[config.mk]
export PLATFORM = sky130hd
export DESIGN_NAME = scc_out_fifo
export DESIGN_NICKNAME = d
export VERILOG_FILES = /design/src/hdl/scc_pkg.sv /design/src/hdl/scc_out_fifo.sv
export SDC_FILE = /design/constraint.sdc
export NUM_CORES = 1
export LEC_CHECK = 0
export BUFFER_PORTS_ARGS = -buffer_cell sky130_fd_sc_hd__buf_2
export CAP_MARGIN = 20
export CORE_ASPECT_RATIO = 1.75
export CORE_MARGIN = 3
export CORE_UTILIZATION = 28
export CTS_BUF_LIST = sky130_fd_sc_hd__clkbuf_16
export DETAILED_ROUTE_END_ITERATION = 10
export SLEW_MARGIN = 25
export SYNTH_ARGS = -nofsm -noshare
export SYNTH_HDL_FRONTEND = slang
export SYNTH_SLANG_ARGS = --single-unit
[constraint.sdc]
create_clock -name i_clk -period 3.75 [get_ports i_clk]
set_input_delay 0.75 -clock i_clk [delete_from_list [all_inputs] [get_ports i_clk]]
set_output_delay 0.75 -clock i_clk [all_outputs]
set_load 0.01 [all_outputs]
[src/hdl/scc_pkg.sv]
// Package for the strongly connected components unit.
// Kind codes, sizing constants and the result word type; no dependencies.
`default_nettype none
package scc_pkg;
    localparam int MAX_NODES_DEF  = 64;
    localparam int MAX_DEGREE_DEF = 8;
    localparam logic [1:0] KIND_ADD   = 2'd0;
    localparam logic [1:0] KIND_RUN   = 2'd1;
    localparam logic [1:0] KIND_CLEAR = 2'd2;
    localparam int NODE_W = 6;
    localparam int CNT_W  = 7;
    localparam logic [CNT_W-1:0] NODE_COUNT_RST = 7'd64;
    typedef struct packed {
        logic             overflow;
        logic             last;
        logic             comp_end;
        logic [NODE_W-1:0] comp;
        logic [NODE_W-1:0] node;
    } t_result;
endpackage
`default_nettype wire

[src/hdl/scc_out_fifo.sv]
// Result queue of the strongly connected components unit.
// Memory-based FIFO with a registered read stage; uses scc_pkg.
`default_nettype none
module scc_out_fifo #(
    parameter int DEPTH = scc_pkg::MAX_NODES_DEF
) (
    input  wire              i_clk,
    input  wire              i_rst_n,
    input  wire              i_push,
    input  scc_pkg::t_result i_data,
    output logic             o_valid,
    input  wire              i_ready,
    output scc_pkg::t_result o_data,
    output logic             o_empty
);
    localparam int AW = (DEPTH > 1) ? $clog2(DEPTH) : 1;
    scc_pkg::t_result r_mem [1 << AW];
    logic [AW:0] r_wp, r_rp;
    logic pop;
    logic mem_has;
    assign mem_has = (r_wp != r_rp);
    // refill the output register when empty or being taken
    assign pop = mem_has && (!o_valid || i_ready);
    assign o_empty = !mem_has && !o_valid;
    always_ff @(posedge i_clk) begin
        if (i_push) r_mem[r_wp[AW-1:0]] <= i_data;
        if (pop) o_data <= r_mem[r_rp[AW-1:0]];
    end
    always_ff @(posedge i_clk) begin
        if (!i_rst_n) begin
            r_wp <= '0; r_rp <= '0; o_valid <= 1'b0;
        end else begin
            if (i_push) r_wp <= r_wp + 1'b1;
            if (pop) r_rp <= r_rp + 1'b1;
            if (pop) o_valid <= 1'b1;
            else if (i_ready) o_valid <= 1'b0;
        end
    end
endmodule
`default_nettype wire
==> qor.csv, run 1 <==
stage,metric,value,unit
cells_and_area,layout_common_cells,"edfxtp_1 (975), mux4_2 (200), buf_4 (125)",
worst_setup_path,crit_family,compound AO/OA/AOI/OAI gates,
power,ir_worst_vdd,0.3130,mV
cells_and_area,drive_gt1_share,27.63,%
worst_setup_path,end_kind,register,
synthesis,yosysTopAreaCell,edfxtp_1,
synthesis,avgSynthCellArea,21.36,sq um
worst_setup_path,crit_fanout,53,
floorplan,ios,36,
power,p_comb_share,15.6,%
sta,setup_viol,0,
synthesis,synth_cells,1790,
worst_setup_path,crit_type,reg -> reg,
cts,htreeDepth,3,
worst_setup_path,start_kind,register,
detailed_routing,vias,18220,
power,p_switching,6.111,mW
floorplan,coreArea,135000,sq um
worst_setup_path,slowest_stage,a211oi_1,
detailed_routing,avgRoutedWirePerCell,25.61,um
floorplan,rows,178,
synthesis,synth_fp_nets,1811,
sta,fin_worst_skew,0.02299,ns
placed_design,portBuffers,35,
detailed_routing,drtIter0Drc,1522,
sta,period_needed,3.626,ns
cts,clock_sinks,990,
flow_run,cap_violations,0,
worst_setup_path,cp.arrival,4.02,ns
power,leakagePower,13.25,nW
placed_design,gp_congestion,0.8502,
power,p_sw_share,24.66,%
sta,max_freq,275.8,MHz
cts,clk_path_buf_depth,3,
cts,numCtsBuffers,78,
cells_and_area,nFillCells,12750,
grt,grt_max_degree,75,
synthesis,synth_top_area_share,76.59,%
grt,first_global_vias,19360,
floorplan,start_util,28.32,%
sta,hold_viol,0,
synthesis,ys_seq_elements,990,
sta,fin_setup_tns,0,ns
cts,cts-root-buf,clkbuf_16,
floorplan,dieWidth,285.3,um
synthesis,synth_cell_types,49,
grt,grt.total_usage,13.60,%
synthesis,synth_area_leaders,"edfxtp_1 (77%), mux4_2 (12%), mux2i_1 (1.9%), mux2_2 (1.2%), o22ai_1 (0.88%)",
sta,period_share,96.68,%
placed_design,dp_hpwl,63060,um
power,seq_power_share,50.6,%
cts,clock_latency,0.65,ns
detailed_routing,routed_wl,97230,um
grt,grt_first_pass_wirelength,139500,um
grt,overflow,0,
worst_setup_path,critPathBufInv,2,
floorplan,die-area,141200,sq um
detailed_routing,drt-pass1-iter-count,5,
worst_setup_path,worstPathRequired,4.14,ns
detailed_routing,ant_nets,0,
cts,hold_buffers,0,
synthesis,synth_area,38230,sq um
synthesis,synth_warnings,0,
cts,post_cts_buffers,0,
power,power.total,24.78,mW
power,power.density,565.3,nW/um^2
worst_setup_path,critPathMaxStageDelay,0.92,ns
worst_setup_path,cpMostUsedCell,a211oi_1,
synthesis,synth_top_flop_cell,edfxtp_1,
floorplan,fp.dieH,494.8,um
cts,cts_tree,done,
sta,worst_pin_slew,1.148,ns
power,power_frac_clock,33.8,%
synthesis,async_flop_share,0,%
worst_setup_path,crit_chain,buf_12 > mux4_2 > a211oi_1 > a211oi_1 > buf_4 > or3_1,
synthesis,synth_edf_count,975,
power,p_int,18.67,mW
sta,rsz0062_at_grt,no,
detailed_routing,drc,0,
detailed_routing,vias_per_cell,4.799,
grt,grt_antenna_before_repair,6,
sta,drv_slew,0,
worst_hold_path,hp-class,reg -> reg,
synthesis,ys_seq_area_share,77.37,%
cells_and_area,final_nets,1950,
cells_and_area,layout_commonest_cell,edfxtp_1,
cells_and_area,area_delta_synth_final,14.67,%
outcome,outcome,completed,
cts,clk_pin_slew,0.08,ns
sta,slew_headroom,23.25,%
kinds of logic (layout without fill, tap and decap cells):
group / count (synthesis) / in the layout / share of synthesized area [%]
DFF: 990 / 990 / 77.37
and+or+nand+nor: 199 / 199 / 2.484
muxes: 316 / 316 / 15.00
other: 0 / 2 / 0
adders and majority gates: 2 / 2 / 0.06545
AOI/OAI and AO/OA: 163 / 163 / 3.181
xor gates and xnor gates: 14 / 14 / 0.3208
buffers and inverters: 106 / 310 / 1.574
worst min-delay path, delay by kind of cell, from the launching register on:
kind            cells  cell delay, ns
compound gates      2            0.15
flops               1            0.33
power groups by stage:
stage,Clock (mW),Combinational [mW],Sequential (mW)
2_1_floorplan,0,2.73,12.6
3_3_place_gp,0,3.88,12.8
3_5_place_dp,0,3.93,12.8
4_1_cts,8.55,3.94,12.5
5_1_grt,8.98,4.13,12.6
6_report,8.37,3.87,12.5
final timing paths:
path                endpoint  cells after the start  startpoint  slack [ns]
setup / recovery  o_data[10]                      6     r_rp[0]        0.12
hold / removal       r_wp[6]                      2     r_wp[6]        0.53
setup reg to reg  o_data[10]                      6     r_rp[0]        0.12
hold reg to reg      r_wp[6]                      2     r_wp[6]        0.53
synth_stat cells (all sizes together) (2+ instances only):
library cell	instances
xnor2	3
xor2	11
o221a	6
o211ai	12
nor2	72
nor2b	12
dfxtp	15
clkbuf	35
nand3b	3
nand3	10
or3	12
nand2b	9
nor3	22
a22o	9
o21a	4
mux2i	73
or2	3
mux2	42
o221ai	9
nand4	3
a21oi	7
and3	4
nand2	36
edfxtp	975
a221oi	6
a21o	6
nor4	2
and2	9
mux4	201
buf	70
ha	2
a211oi	29
o32ai	9
o22ai	54
a22oi	9
per-layer routing:
metal	global-route usage (%)	part of all wire (%)	wire (um)	vias to the layer above
li1	-	-	-	7764
met1	14.29	34	33270	9731
met2	25.83	55	53760	543
met3	1.833	4.2	4094	168
met4	7.676	6.2	6047	10
met5	0	0.066	64	-
timing repair:
action	CTS	global route
hold endpoints to repair	0	0
resized for setup	0	2
endpoints found under the setup margin	0	1
layout make-up:
type	instances	area [sq um]	area share [%]
flip-flops and latches	990	29590	67.50
multi-input cells	694	8088	18.45
well taps	1800	2252	5.138
clock buffers	80	2002	4.567
repair buffers	164	1334	3.043
clock inverters	65	561.8	1.282
diodes	2	5.005	0.01142
inverters	1	3.754	0.008563
stage by stage:
stage | utilization (%) | hold slack, ns | cell area (sq um) | worst slack (ns) | cells
6_report | 32.48 | 0.5321 | 43840 | 0.1243 | 3796
5_1_grt | 32.48 | 0.5421 | 43830 | 0.004782 | 3795
4_1_cts | 32.44 | 0.5052 | 43790 | 0.02482 | 3793
3_5_place_dp | 30.54 | 0.5090 | 41220 | 0.1079 | 3648
3_3_place_gp | 30.52 | 0.4982 | 41190 | 0.08359 | 3647
2_1_floorplan | - | 0.4755 | 38230 | 0.6819 | 1790
state kept, by name (all words and copies together), names as in the netlist:
register	cells
r_mem	960
r_rp	7
o_valid	1
r_wp	7
o_data	15
Note: power is estimated with default switching activity, not from simulation.
==> run 2, diff against run 1 <==
Settings changed: ABC_AREA set to 1.
==> qor.csv, run 2 <==
stage,metric,value,unit
placed_design,post-place-ws,0.8434,ns
synthesis,synth_area,42000,sq um
detailed_routing,drt-pass1-iter-count,7,
synthesis,synthXorXnorAreaFrac,0.1877,%
synthesis,synth_cells,3962,
worst_hold_path,min-delay-start,i_rst_n,
synthesis,synth_warnings,0,
synthesis,synth_fp_nets,3983,
sta,period_share,84.33,%
placed_design,place_inst,5916,
worst_setup_path,reg2regPathDepth,11,
power,p_switching,10.06,mW
synthesis,ys_seq_area_share,70.42,%
synthesis,synth_edf_count,975,
cells_and_area,largest_register_ffs,960,
floorplan,rows,187,
detailed_routing,routed_wl,123100,um
sta,fin_worst_skew,0.02810,ns
power,seq_power_share,43.0,%
worst_setup_path,crit_fanout,129,
cts,cts_resized,0,
grt,grt_first_pass_wirelength,179800,um
outcome,outcome,completed,
worst_setup_path,crit_chain,buf_12 > xor2_1 > nor3_1 > nand2_2 > nor2_1 > buf_2,
synthesis,synthAdderAreaFrac,0.05958,%
cts,clock_sinks,990,
cells_and_area,final_nets,4034,
grt,grt_antenna_before_repair,4,
placed_design,dp_hpwl,77040,um
worst_setup_path,critPathBufInv,2,
cts,clk_path_buf_depth,3,
worst_setup_path,crit_type,reg -> out,
synthesis,ys_seq_elements,990,
cells_and_area,area_delta_synth_final,13.01,%
worst_setup_path,end_kind,output port,
sta,fin_setup_tns,0,ns
cells_and_area,drive_gt1_share,7.585,%
synthesis,synth_compound_area_share,2.213,%
grt,overflow,0,
synthesis,synth_common_cells,"nand2_1 (1241), edfxtp_1 (975), nand3_1 (473)",
cts,cts_tree,done,
synthesis,synth_top_flop_cell,edfxtp_1,
cells_and_area,nFillCells,14860,
sta,slew_headroom,33.10,%
power,p_sw_share,34.55,%
synthesis,avgSynthCellArea,10.60,sq um
sta,setup_ws,0.5877,ns
floorplan,dieWidth,298.8,um
detailed_routing,vias_per_cell,4.564,
power,power_frac_clock,29.6,%
worst_setup_path,cp.arrival,2.41,ns
detailed_routing,drtIter0Drc,1951,
synthesis,yosysTopAreaCell,edfxtp_1,
synthesis,async_flop_share,0,%
cells_and_area,layout_common_cells,"nand2_1 (1241), edfxtp_1 (975), nand3_1 (473)",
floorplan,ios,36,
cts,cts-root-buf,clkbuf_16,
power,ir_worst_vdd,0.5321,mV
sta,drv_slew,0,
power,power.density,613.5,nW/um^2
worst_setup_path,crit_family,simple AND/OR/NAND/NOR gates,
floorplan,coreArea,148600,sq um
sta,period_needed,3.162,ns
flow_run,cap_violations,0,
synthesis,synth_top_area_share,69.71,%
cells_and_area,finish.utilization,31.95,%
detailed_routing,drc,0,
cts,post_cts_buffers,0,
worst_setup_path,critPathMaxStageDelay,0.44,ns
worst_setup_path,r2r_start,r_rp[0],
placed_design,gp_congestion,0.9327,
synthesis,synth_area_leaders,"edfxtp_1 (70%), nand2_1 (11%), nand3_1 (5.6%), inv_1 (4.1%), nor2_1 (3.3%)",
worst_setup_path,regToRegEndpoint,o_data[1],
detailed_routing,avgRoutedWirePerCell,20.31,um
sta,hold_viol,0,
cells_and_area,finalNonFillerCells,6059,
grt,grt_max_degree,143,
worst_setup_path,worstPathRequired,3.00,ns
cts,clock_latency,0.66,ns
synthesis,synth_cell_types,29,
cells_and_area,layout_commonest_cell,nand2_1,
synthesis,synth_most_common_cell,nand2_1,
sta,rsz0062_at_grt,no,
cts,numCtsBuffers,78,
worst_hold_path,min_to,r_wp[1],
floorplan,start_util,28.27,%
floorplan,fp.dieH,518.4,um
detailed_routing,ant_nets,0,
cts,htreeDepth,3,
floorplan,die-area,154900,sq um
worst_setup_path,ff2ff_setup_slack,0.77,ns
sta,setup_viol,0,
worst_hold_path,hp-class,in -> reg,
placed_design,portBuffers,35,
synthesis,synth_top_family_by_area,simple AND/OR/NAND/NOR gates,
worst_setup_path,slowest_stage,dfxtp_4,
grt,grt.total_usage,15.56,%
worst_hold_path,holdPathStages,3,
power,leakagePower,18.55,nW
synthesis,synth_mux_area_share,0,%
sta,worst_pin_slew,1.004,ns
sta,max_freq,316.2,MHz
power,p_int,19.06,mW
cts,clk_pin_slew,0.08,ns
power,p_comb_share,27.4,%
grt,first_global_vias,26980,
worst_setup_path,start_kind,register,
cts,hold_buffers,0,
synthesis,yosys.area_share.simple,20.41,%
detailed_routing,vias,27650,
[run 2: changes by cell type after synthesis, moves of 63 or more]
cell / before / now
nor2_1: 72 / 370
nand3_1: 10 / 473
buf_2: 27 / 90
nand2_1: 35 / 1241
inv_1: 1 / 454
o21ai_0: 1 / 129
mux2i_1: 73 / 0
mux4_2: 200 / 0
[run 2: cells by family (layout without fill, tap and decap cells)]
logic type / count (synthesis) / after routing
AOI/OAI and AO/OA: 184 / 184
xor gates and xnor gates: 9 / 9
adders and majority gates: 2 / 2
buffers and inverters: 667 / 779
DFF: 990 / 990
other: 0 / 1
and+or+nand+nor: 2110 / 2110
[run 2: per-stage QoR]
| step | total power [mW] | hold WS [ns] | cell area, sq um |
|---|---|---|---|
| global placement | 20.74 | 0.4586 | 44830 |
| detailed placement | 20.77 | 0.4703 | 44830 |
| CTS | 29.30 | 0.3612 | 47440 |
| floorplan | 17.69 | 0.4424 | 42000 |
| finish | 29.12 | 0.4155 | 47470 |
| global route | 30.34 | 0.4203 | 47470 |
[run 2: layout make-up]
cell class / instances / area (sq um) / share of cell area (%)
Clock inverter: 60 / 579.3 / 1.220
Timing Repair Buffer: 173 / 1409 / 2.968
Clock buffer: 81 / 2027 / 4.270
Tap cell: 1984 / 2482 / 5.230
Antenna cell: 1 / 2.502 / 0.005272
Sequential cell: 990 / 29590 / 62.33
Multi-Input combinational cell: 2305 / 9620 / 20.27
Inverter: 465 / 1760 / 3.709
[run 2: power groups by stage]
| stage | Sequential [mW] | Clock (mW) | Combinational (mW) |
|---|---|---|---|
| 6_report | 12.5 | 8.62 | 7.98 |
| 5_1_grt | 12.5 | 9.11 | 8.70 |
| 4_1_cts | 12.5 | 8.75 | 8.03 |
| 3_5_place_dp | 12.8 | 0 | 8.00 |
| 3_3_place_gp | 12.8 | 0 | 7.96 |
| 2_1_floorplan | 12.7 | 0 | 5.02 |
[run 2: worst reg2reg max path, cell delays in order, from the launching register on]
cell and delay, ns:
dfxtp_4 0.40, inv_8 0.48, buf_12 0.33, buf_4 0.29, nand2_1 0.06, nand2_1 0.06, nand2_1 0.05, nand3_1 0.12
nand3_1 0.58, nand2_1 0.25, nand3_1 0.13, nand2_1 0.09
[run 2: layer usage]
metal	global-route usage, %	share of wire [%]
met1	15.69	34
met2	28.96	53
met3	1.737	4.4
met4	12.10	9.0
met5	0	0.0089
[run 2: how the worst max path moves through the flow]
stage	from	end	cells after the start
final	r_rp[0]	o_empty	6
after global routing	r_rp[0]	o_empty	6
after CTS	r_rp[0]	o_empty	6
after detailed placement	r_rp[1]	o_data[5]	10
after global placement	r_rp[1]	o_data[2]	9
after floorplan	i_push	r_mem[7][0]	3
